File: config.mk
export PLATFORM = sky130hd
export DESIGN_NAME = framed_packet_receiver_scaler_core
export DESIGN_NICKNAME = d
export VERILOG_FILES = /design/src/fprs_pkg.sv /design/src/fprs_front.sv /design/src/fprs_fifo.sv /design/src/fprs_fmul.sv /design/src/fprs_back.sv /design/src/framed_packet_receiver_scaler_core.sv
export SDC_FILE = /design/constraint.sdc
export NUM_CORES = 2
export LEC_CHECK = 0
export ABC_CLOCK_PERIOD_IN_PS = 20000
export BUFFER_PORTS_ARGS = -buffer_cell sky130_fd_sc_hd__buf_2
export CAP_MARGIN = 10
export CORE_MARGIN = 5
export CORE_UTILIZATION = 43
export CTS_BUF_LIST = sky130_fd_sc_hd__clkbuf_4 sky130_fd_sc_hd__clkbuf_8 sky130_fd_sc_hd__clkbuf_16
export DETAILED_ROUTE_END_ITERATION = 7
export PLACE_DENSITY_LB_ADDON = 0.25
export REMOVE_ABC_BUFFERS = 1
export SLEW_MARGIN = 20
export SYNTH_ARGS = -nofsm -noshare
export SYNTH_HDL_FRONTEND = slang
export SYNTH_HIERARCHICAL = 1
export SYNTH_SLANG_ARGS = --single-unit
File: constraint.sdc
create_clock -name clk -period 20 [get_ports clk]
set_clock_uncertainty 0.2 [all_clocks]
set_input_delay 4 -clock clk [delete_from_list [all_inputs] [get_ports clk]]
set_output_delay 4 -clock clk [all_outputs]
set_load 0.03 [all_outputs]
File: src/fprs_pkg.sv
// fprs_pkg: shared types and constants for the framed packet receiver/scaler.
// No dependencies.
package fprs_pkg;

  localparam logic [7:0] HEADER_BYTE  = 8'hA5;
  localparam logic [7:0] TRAILER_BYTE = 8'h5A;
  localparam logic [31:0] CANON_NAN   = 32'h7FC0_0000;
  // single-precision constants 3.0 and 0.7 (0.7 rounded to nearest)
  localparam logic [31:0] K_THREE     = 32'h4040_0000;
  localparam logic [31:0] K_SEVENTENTH = 32'h3F33_3333;

  typedef enum logic [1:0] {
    PH_IDLE = 2'd0,
    PH_DATA = 2'd1,
    PH_TAIL = 2'd2
  } rx_phase_t;

  // one complete frame handed from the front to the back
  typedef struct packed {
    logic [7:0]  mode;
    logic [31:0] f1;
    logic [31:0] f2;
  } frame_t;

  // multiplier pipeline stage 1 contents
  typedef struct packed {
    logic        sign;
    logic        is_nan;
    logic        is_inf;
    logic        is_zero;
    logic signed [10:0] exp;   // unbiased exponent sum of a and b
    logic [47:0] prod;         // mantissa product, msb at bit 47 or 46 when both operands are normal
  } mul_s1_t;

endpackage

File: src/fprs_front.sv
// fprs_front: byte framing state machine; collects payload and emits frames.
// Depends on fprs_pkg.
module fprs_front #(
  parameter int PAYLOAD_BYTES = 10
) (
  input  logic                clk,
  input  logic                rst,
  input  logic                in_valid,
  input  logic [7:0]          in_byte,
  output logic                frame_valid,
  output fprs_pkg::frame_t    frame
);

  localparam int CW = $clog2(PAYLOAD_BYTES + 1);

  fprs_pkg::rx_phase_t rx_phase, rx_phase_next;
  logic [CW-1:0] byte_count;
  logic [7:0]    payload_store [PAYLOAD_BYTES];
  logic          store_en;

  always_ff @(posedge clk) begin
    if (rst) begin
      rx_phase   <= fprs_pkg::PH_IDLE;
      byte_count <= '0;
    end else if (in_valid) begin
      rx_phase <= rx_phase_next;
      if (rx_phase == fprs_pkg::PH_DATA) byte_count <= byte_count + 1'b1;
      else if (rx_phase_next == fprs_pkg::PH_DATA) byte_count <= '0;
    end
  end

  always_ff @(posedge clk) begin
    if (store_en) payload_store[byte_count[$clog2(PAYLOAD_BYTES)-1:0]] <= in_byte;
  end

  always_comb begin
    rx_phase_next = rx_phase;
    store_en      = 1'b0;
    frame_valid   = 1'b0;
    unique case (rx_phase)
      fprs_pkg::PH_DATA: begin
        store_en = in_valid;
        if (byte_count == CW'(PAYLOAD_BYTES - 1)) rx_phase_next = fprs_pkg::PH_TAIL;
      end
      fprs_pkg::PH_TAIL: begin
        if (in_byte == fprs_pkg::TRAILER_BYTE) begin
          rx_phase_next = fprs_pkg::PH_IDLE;
          frame_valid   = in_valid;
        end
      end
      default: begin
        rx_phase_next = (in_byte == fprs_pkg::HEADER_BYTE) ? fprs_pkg::PH_DATA
                                                           : fprs_pkg::PH_IDLE;
      end
    endcase
  end

  assign frame.mode = payload_store[0];
  assign frame.f1   = {payload_store[4], payload_store[3], payload_store[2], payload_store[1]};
  assign frame.f2   = {payload_store[8], payload_store[7], payload_store[6], payload_store[5]};

endmodule

File: src/fprs_fifo.sv
// fprs_fifo: small synchronous queue with registered storage.
// Depends on fprs_pkg.
module fprs_fifo #(
  parameter int DEPTH = 4
) (
  input  logic             clk,
  input  logic             rst,
  input  logic             wr_en,
  input  fprs_pkg::frame_t wr_data,
  output logic             full,
  input  logic             rd_en,
  output fprs_pkg::frame_t rd_data,
  output logic             empty
);

  localparam int AW = $clog2(DEPTH);

  fprs_pkg::frame_t mem [DEPTH];
  logic [AW-1:0] wr_ptr, rd_ptr;
  logic [AW:0]   count;

  assign full    = (count == (AW+1)'(DEPTH));
  assign empty   = (count == '0);
  assign rd_data = mem[rd_ptr];

  always_ff @(posedge clk) begin
    if (wr_en && !full) mem[wr_ptr] <= wr_data;
  end

  always_ff @(posedge clk) begin
    if (rst) begin
      wr_ptr <= '0;
      rd_ptr <= '0;
      count  <= '0;
    end else begin
      if (wr_en && !full) wr_ptr <= (wr_ptr == AW'(DEPTH-1)) ? '0 : wr_ptr + 1'b1;
      if (rd_en && !empty) rd_ptr <= (rd_ptr == AW'(DEPTH-1)) ? '0 : rd_ptr + 1'b1;
      count <= count + (AW+1)'(wr_en && !full) - (AW+1)'(rd_en && !empty);
    end
  end

endmodule

File: src/fprs_fmul.sv
// fprs_fmul: two-stage IEEE single multiplier, round to nearest even,
// subnormals kept, NaN results canonical. Depends on fprs_pkg.
module fprs_fmul (
  input  logic        clk,
  input  logic        en,
  input  logic [31:0] a,
  input  logic [31:0] b,
  output logic [31:0] y
);

  fprs_pkg::mul_s1_t s1, s1_next;

  logic [23:0] ma, mb;
  logic signed [10:0] ea, eb;
  logic        a_nan, b_nan, a_inf, b_inf, a_zero, b_zero;

  // unpack: subnormals get exponent -126 with hidden bit 0
  always_comb begin
    a_nan  = (a[30:23] == 8'hFF) && (a[22:0] != '0);
    b_nan  = (b[30:23] == 8'hFF) && (b[22:0] != '0);
    a_inf  = (a[30:23] == 8'hFF) && (a[22:0] == '0);
    b_inf  = (b[30:23] == 8'hFF) && (b[22:0] == '0);
    a_zero = (a[30:0] == '0);
    b_zero = (b[30:0] == '0);
    ma = {(a[30:23] != 8'h00), a[22:0]};
    mb = {(b[30:23] != 8'h00), b[22:0]};
    ea = (a[30:23] == 8'h00) ? -11'sd126 : $signed({3'b000, a[30:23]}) - 11'sd127;
    eb = (b[30:23] == 8'h00) ? -11'sd126 : $signed({3'b000, b[30:23]}) - 11'sd127;
    s1_next.sign    = a[31] ^ b[31];
    s1_next.is_nan  = a_nan || b_nan || (a_inf && b_zero) || (b_inf && a_zero);
    s1_next.is_inf  = a_inf || b_inf;
    s1_next.is_zero = a_zero || b_zero;
    s1_next.exp     = ea + eb;
    s1_next.prod    = ma * mb;
  end

  always_ff @(posedge clk) begin
    if (en) s1 <= s1_next;
  end

  // stage 2: normalize, round, pack
  logic [5:0]  lz;
  logic [47:0] norm;
  logic signed [11:0] e;     // exponent of the bit at norm[47]
  logic signed [11:0] sh;    // extra right shift for subnormal results
  logic [49:0] wide;         // norm with two guard bits, then shifted
  logic        sticky;
  logic [24:0] rm;
  logic [23:0] mant;
  logic        lsb, grd, rnd;
  logic [8:0]  bexp;
  logic [31:0] res;

  always_comb begin
    lz = 6'd0;
    for (int i = 47; i >= 0; i--) begin
      if (s1.prod[i]) begin
        lz = 6'(47 - i);
        break;
      end
    end
    norm = s1.prod << lz;
    e    = 12'(s1.exp) + 12'sd1 - 12'(lz);
    sh   = (e < -12'sd126) ? (-12'sd126 - e) : 12'sd0;
    if (sh > 12'sd26) sh = 12'sd26;
    // keep 24 bits + guard in wide[49:25]; below is sticky
    wide   = {norm, 2'b00} >> sh[5:0];
    sticky = (wide[23:0] != '0) || (({norm, 2'b00} & ~({50{1'b1}} << sh[5:0])) != '0);
    mant   = wide[49:26];
    grd    = wide[25];
    rnd    = wide[24] | sticky;
    lsb    = mant[0];
    rm     = {1'b0, mant} + 25'((grd && (rnd || lsb)) ? 1 : 0);
    if (sh != 12'sd0) begin
      // subnormal range: exponent field 0 unless rounding reached 1.0
      bexp = rm[23] ? 9'd1 : 9'd0;
      res  = {s1.sign, bexp[7:0], rm[22:0]};
    end else begin
      if (rm[24]) begin
        bexp = 9'(e + 12'sd128);
        res  = {s1.sign, bexp[7:0], rm[23:1]};
      end else begin
        bexp = 9'(e + 12'sd127);
        res  = {s1.sign, bexp[7:0], rm[22:0]};
      end
      if (bexp >= 9'd255) res = {s1.sign, 8'hFF, 23'd0};
    end
    if (s1.is_nan) y = fprs_pkg::CANON_NAN;
    else if (s1.is_inf) y = {s1.sign, 8'hFF, 23'd0};
    else if (s1.is_zero || s1.prod == '0) y = {s1.sign, 31'd0};
    else if (e > 12'sd127) y = {s1.sign, 8'hFF, 23'd0};
    else y = res;
  end

endmodule

File: src/fprs_back.sv
// fprs_back: scales a frame's two floats through a two-stage multiplier pair
// and holds results in an output queue. Depends on fprs_pkg, fprs_fmul, fprs_fifo.
module fprs_back (
  input  logic             clk,
  input  logic             rst,
  input  logic             frame_valid,
  input  fprs_pkg::frame_t frame,
  output logic             frame_ready,
  input  logic             pop,
  output logic             empty,
  output logic [7:0]       mode_byte,
  output logic [31:0]      rotate_speed_bits,
  output logic [31:0]      forward_speed_bits
);

  localparam int OUT_DEPTH = 4;

  // stage valids and mode carry
  logic       v1, v2;
  logic [7:0] mode1;
  logic [2:0] inflight;
  logic       q_full;
  fprs_pkg::frame_t res, q_out;

  // reserve queue space for in-flight items so the pipe never stalls
  logic [2:0] q_used;
  assign frame_ready = (q_used + inflight) < 3'(OUT_DEPTH);
  logic take;
  assign take = frame_valid && frame_ready;

  always_ff @(posedge clk) begin
    if (rst) begin
      v1 <= 1'b0;
      v2 <= 1'b0;
    end else begin
      v1 <= take;
      v2 <= v1;
    end
  end

  always_ff @(posedge clk) begin
    if (take) mode1 <= frame.mode;
  end

  assign inflight = 3'(v1) + 3'(v2);

  logic [31:0] r1, r2;
  logic [7:0]  mode2;
  fprs_fmul u_mul_rot (
    .clk(clk), .en(take), .a({~frame.f1[31], frame.f1[30:0]}),
    .b(fprs_pkg::K_THREE), .y(r1)
  );
  fprs_fmul u_mul_fwd (
    .clk(clk), .en(take), .a(frame.f2), .b(fprs_pkg::K_SEVENTENTH), .y(r2)
  );

  // register after multiply before queue
  logic [31:0] r1_q, r2_q;
  always_ff @(posedge clk) begin
    if (v1) begin
      r1_q  <= r1;
      r2_q  <= r2;
      mode2 <= mode1;
    end
  end

  assign res.mode = mode2;
  assign res.f1   = r1_q;
  assign res.f2   = r2_q;

  always_ff @(posedge clk) begin
    if (rst) q_used <= '0;
    else q_used <= q_used + 3'(v2) - 3'(pop && !empty);
  end

  fprs_fifo #(.DEPTH(OUT_DEPTH)) u_outq (
    .clk(clk), .rst(rst), .wr_en(v2), .wr_data(res), .full(q_full),
    .rd_en(pop), .rd_data(q_out), .empty(empty)
  );

  assign mode_byte          = q_out.mode;
  assign rotate_speed_bits  = q_out.f1;
  assign forward_speed_bits = q_out.f2;

endmodule

File: src/framed_packet_receiver_scaler_core.sv
// Framed packet receiver/scaler. Takes one serial byte per push, one byte
// per cycle sustained while full is low. A frame is header 0xA5, PAYLOAD_BYTES
// payload bytes, then any bytes until trailer 0x5A; the trailer yields one
// result with the mode byte, -(float1*3.0) and float2*0.7 (IEEE single,
// round to nearest even, canonical NaN). A result passes from the frame
// queue through the multiplier's pipeline register and the result register
// into the output queue. The front framer and back scaler are joined by a
// 4-entry frame queue; full rises only when both queues back up behind a
// stalled pop.
module framed_packet_receiver_scaler_core #(
  parameter int PAYLOAD_BYTES = 10
) (
  input  logic        clk,
  input  logic        rst,
  input  logic        push,
  output logic        full,
  input  logic [7:0]  rx_byte,
  input  logic        pop,
  output logic        empty,
  output logic [7:0]  mode_byte,
  output logic [31:0] rotate_speed_bits,
  output logic [31:0] forward_speed_bits
);

  logic             in_valid;
  logic             frame_valid;
  fprs_pkg::frame_t frame, mid_frame;
  logic             mid_full, mid_empty, back_ready;

  assign in_valid = push && !full;
  assign full     = mid_full;

  fprs_front #(.PAYLOAD_BYTES(PAYLOAD_BYTES)) u_front (
    .clk(clk), .rst(rst), .in_valid(in_valid), .in_byte(rx_byte),
    .frame_valid(frame_valid), .frame(frame)
  );

  fprs_fifo #(.DEPTH(4)) u_midq (
    .clk(clk), .rst(rst), .wr_en(frame_valid), .wr_data(frame), .full(mid_full),
    .rd_en(back_ready), .rd_data(mid_frame), .empty(mid_empty)
  );

  fprs_back u_back (
    .clk(clk), .rst(rst), .frame_valid(!mid_empty), .frame(mid_frame),
    .frame_ready(back_ready), .pop(pop), .empty(empty), .mode_byte(mode_byte),
    .rotate_speed_bits(rotate_speed_bits), .forward_speed_bits(forward_speed_bits)
  );

endmodule

# Word-level counts from Yosys, hierarchy flattened
# Memory sizes are Yosys's and may differ from the RTL's. A register that Yosys moved wholly into a read port is not among the register bits.
# Index checks and enable logic that the tools add are counted.
[totals] inputBits=12 mem_count=3 wordCells=2147 ramBits=656 output_inout_bits=74 ff_bits=209
[op_classes] bitwise=7 muxes=1999 n_reduce_logical=47 n_eq_ne=14 order_cmp=9 addsub=29 shifts=6 n_mul=2
[memory_table] name="u_back.u_outq.mem" depth=4 width=72 read_ports=1 rd_ports_with_merged_regs=1 wr=1 line_no="fprs_fifo.sv:18" source="fprs_pkg::frame_t mem [DEPTH];"
[memory_table] name="u_midq.mem" depth=4 width=72 read_ports=1 rd_ports_with_merged_regs=1 wr=1 line_no="fprs_fifo.sv:18"
[memory_table] name="u_front.payload_store" depth=10 width=8 read_ports=9 rd_ports_with_merged_regs=0 wr=1 line_no="fprs_front.sv:18" source="logic [7:0] payload_store [PAYLOAD_BYTES];"
[ops] cell="$mux 6" n=495
[ops] cell="$mux 1" n=1469
[ops] cell="$mux 31" n=10
[ops] cell="$and 50x50->50" n=2
[ops] cell="$not 50->50" n=2
[ops] cell="$reduce_bool 50->1" n=2
[ops] cell="$shl 50x6->50 const A" n=2
[ops] cell="$shr 50x6->50" n=2
[ops] cell="$logic_not 48->1" n=2
[ops] cell="$shl 48x6->48" n=2
[ops] cell="$logic_not 31->1" n=2
[ops] cell="$add 24x1->25" n=2
[ops] cell="$mul 24x24->48 const B" n=1
[ops] cell="$mux 12" n=4
[ops] cell="$reduce_bool 24->1" n=2
[ops] cell="$logic_not 23->1" n=2
[ops] cell="$mux 23" n=2
[ops] cell="$reduce_bool 23->1" n=2
[ops] cell="$mux 9" n=4
[ops] cell="$mul 24x2->26 const B" n=1
[ops] cell="$add 11x2->12 const B" n=2
[ops] cell="$eq 8x8->1 const B" n=3
[ops] cell="$gt 12x6->1 const B" n=2
[ops] cell="$gt 12x8->1 const B" n=2
[ops] cell="38 further kinds" n=94

# Depth between registers and ports, before layout
[depth] depth_word=1152 ltp_mapped=48 depth_no_buf=36

# Hierarchy
# The synthesis kept the hierarchy.
[by_module_without_submodules] mod="fprs_fmul at u_back.u_mul_fwd" seq_area_each_um2=1891.8 n_inst=1 area_per_inst_um2=31515.2 cells_per_inst=3913
[by_module_without_submodules] mod="fprs_fmul at u_back.u_mul_rot" seq_area_each_um2=1891.8 n_inst=1 area_per_inst_um2=30666.9 cells_per_inst=3823
[by_module_without_submodules] mod="fprs_fifo" seq_area_each_um2=8828.5 n_inst=2 area_per_inst_um2=10849.2 cells_per_inst=426
[by_module_without_submodules] mod="fprs_front" seq_area_each_um2=2282.2 n_inst=1 area_per_inst_um2=2722.6 cells_per_inst=139
[by_module_without_submodules] mod="fprs_back" seq_area_each_um2=2502.4 n_inst=1 area_per_inst_um2=2698.8 cells_per_inst=109
[by_module_without_submodules] mod="framed_packet_receiver_scaler_core" seq_area_each_um2=0.0 n_inst=1 area_per_inst_um2=17.5 cells_per_inst=2

# Worst setup path after synthesis
# OpenSTA, ideal clock, no wires.
[synth_timing] path_type="reg2reg" startpoint="register u_back.v1" endpoint="register u_back.mode1[0], enable pin" path_buffers=0 synth_period_minus_slack_ns=10.670 path_stages_with_launch=5 required_ns=19.093 slack_ns=9.330 arrival_ns=9.763 setup_ns=0.707 cell_sequence="dfxtp_1 > ha_1 > ha_1 > nand2_1 > a31oi_1"
[synth_via] elab_chain_cells=4
[synth_rtl] item="start: declaration" line_no="fprs_back.sv:19" source="logic v1, v2;"
[synth_rtl] item="start signal: assignment" line_no="fprs_back.sv:36" source="v1 <= take;"
[synth_rtl] item="$add 1x1->2" line_no="fprs_back.sv:45" source="assign inflight = 3'(v1) + 3'(v2);"
[synth_rtl] item="$add 3x2->3" line_no="fprs_back.sv:27" source="assign frame_ready = (q_used + inflight) < 3'(OUT_DEPTH);"
[synth_rtl] item="$lt 3x3->1" line_no="fprs_back.sv:27"
[synth_rtl] item="$logic_and 1x1->1" line_no="fprs_back.sv:29" source="assign take = frame_valid && frame_ready;"
[synth_rtl] item="via u_back.take" line_no="fprs_back.sv:28" source="logic take;"
[synth_rtl] item="end signal: assignment" line_no="fprs_back.sv:42" source="if (take) mode1 <= frame.mode;"
[synth_rtl] item="end: declaration" line_no="fprs_back.sv:20" source="logic [7:0] mode1;"
# The timed path passes the listed nets, and every way through them passes these cells.
# A chain may end at the register's enable or synchronous reset.

==> results.cfg <==
[outcome]
status = completed

[place]
portBuffers = 85
gp_congestion = 0.960
dp_hpwl_microns = 206000

[cells_and_area]
postLayoutCoreUtil_pct = 46.4
layout_common_cells = nand2_1, inv_1, fa_1, edfxtp_1, ha_1
drive_gt1_share_pct = 8.33
areaGrowthSynthToFinish_pct = 7.54
final_common_cell = nand2_1
fillers = 19296
nets = 10269

[clock_tree]
cts_setup_buffers = 0
cts_tree = yes
cts.repair.resized = 0
clk_root_buffer_cell = clkbuf_16
htreeDepth = 3
cts_buffers = 95
clk_path_buf_depth = 3
clk_pin_slew_ns = 0.06
cts_hold_buffers = 0
worstSkewPairLatency_ns = 0.73
cts_num_sinks = 883

[grt]
grt_pass1_wl_microns = 430000
grt_max_degree = 75
gr-total-overflow = 0
first_global_vias = 70392
gr-usage-all-layers_pct = 25.4
grt_antenna_before_repair = 9

[timing]
rsz0062_at_grt = no
period_share_pct = 60.4
fmax_mhz = 82.7
hold_viol_final = 0
setup_tns_ns = 0
worstMarginPinSlew_ns = 1.24
slew_headroom_pct = 16.4
setup-violations-final = 0
min_period_ns = 12.09
slew_violations = 0

[setup_path]
required_ns = 20.21
cp_max_fo = 37
reg2reg_slack_ns = 7.91
worstReg2RegStart = u_back/u_mul_fwd/s1[44]
start_kind = flip-flop
ff2ff_path_depth = 35
crit_type = flip-flop to flip-flop
r2r_end = u_back/r2_q[11]
slowest_stage = or4_1
max_stage_delay_ns = 0.81
crit_path_end_kind = flip-flop
worst_ep_arrival_time_ns = 12.29

[drt]
firstDrtPassIters = 6
wl_per_cell_microns = 24.0
wl_microns = 279000
first_iter_violations = 6356
ant_nets = 0
drc_errors = 0
vias = 68292
via_per_inst = 5.87

[worst_hold_path]
hold_depth = 0
hold_start = u_back/mode1[4]
hold_end = u_back/mode2[4]
hold_class = flip-flop to flip-flop

[floorplan]
initial_core_util_pct = 43.2
die_height_microns = 466
io_pins = 86
core.rowCount = 167
die_area_sq_um = 217000
fp.dieW_microns = 466
core-area_sq_um = 207000

[logic_synthesis]
netlist_area_sq_um = 89300
synth_cells = 8837
ys_warn_count = 6
avgSynthCellArea_sq_um = 10.1

[flow_run]
maxCapViolations = 0
-- metal layers --
| metal | vias to the layer above | track usage, % | share of wire [%] |
|---|---|---|---|
| met1 | 34619 | 36.2 | 44 |
| met2 | 2871 | 40.0 | 45 |
| li1 | 30298 | - | - |
| met5 | - | 0 | 0 |
| met3 | 504 | 3.86 | 7.2 |
| met4 | 0 | 8.04 | 3.3 |
-- worst max-delay path, delay by kind of cell (launching register included) --
family                     cells  cell delay (ns)
AOI/OAI and AO/OA             14             4.19
and+or+nand+nor               10             3.60
buffers and inverters          5             1.49
adders and majority gates      4             1.43
DFF                            1             0.54
xor gates and xnor gates       1             0.14
muxes                          1             0.13
-- registers in the layout, indices dropped and copies added, names as in the netlist, 2 cells and up, named ones only --
| register | count |
|---|---|
| u_back/u_outq/mem | 288 |
| u_midq/mem | 288 |
| u_front/payload_store | 72 |
| u_back/u_mul_fwd/s1 | 63 |
| u_back/u_mul_rot/s1 | 63 |
| u_back/r1_q | 32 |
| u_back/r2_q | 32 |
| u_back/mode1 | 8 |
| u_back/mode2 | 8 |
| u_front/byte_count | 4 |
| u_back/q_used | 3 |
| u_back/u_outq/count | 3 |
| u_midq/count | 3 |
| u_back/u_outq/rd_ptr | 2 |
| u_back/u_outq/wr_ptr | 2 |
| u_front/rx_phase | 2 |
| u_midq/rd_ptr | 2 |
| u_midq/wr_ptr | 2 |
-- layout make-up --
type | count | area, sq um | area share [%]
Sequential cell | 883 | 26200 | 27.3
Inverter | 1110 | 4170 | 4.34
Multi-Input combinational cell | 6556 | 57700 | 60.1
Tap cell | 2704 | 3380 | 3.52
Antenna cell | 1 | 2.50 | 0.00261
Clock inverter | 65 | 781 | 0.813
Timing Repair Buffer | 196 | 1260 | 1.31
Clock buffer | 113 | 2530 | 2.64
-- per-stage QoR --
step                      setup WS [ns]  cells  area [sq um]  hold slack [ns]
final                              7.91  11628         96000            0.210
after global routing               7.06  11627         96000            0.226
after detailed placement           7.94  11449         92700            0.205
after CTS                          7.89  11627         96000            0.211
after global placement             7.98  11449         92700            0.203
after floorplan                    7.96   8549         87900            0.200
-- how the worst max path moves through the flow --
| stage | startpoint | slack (ns) | to | depth (start not counted) |
|---|---|---|---|---|
| detailed placement | u_back/u_mul_fwd/s1[44] | 7.94 | u_back/r2_q[11] | 33 |
| global placement | u_back/u_mul_fwd/s1[44] | 7.98 | u_back/r2_q[13] | 33 |
| finish | u_back/u_mul_fwd/s1[44] | 7.91 | u_back/r2_q[11] | 35 |
| global route | u_back/u_mul_fwd/s1[25] | 7.06 | u_back/r2_q[11] | 32 |
| floorplan | u_back/u_mul_rot/s1[24] | 7.96 | u_back/r1_q[22] | 31 |
| CTS | u_back/u_mul_fwd/s1[44] | 7.89 | u_back/r2_q[11] | 33 |
Power is left out: the tool's default activity adds up to more than one toggle a clock period on the data nets, which glitch-free logic cannot reach.
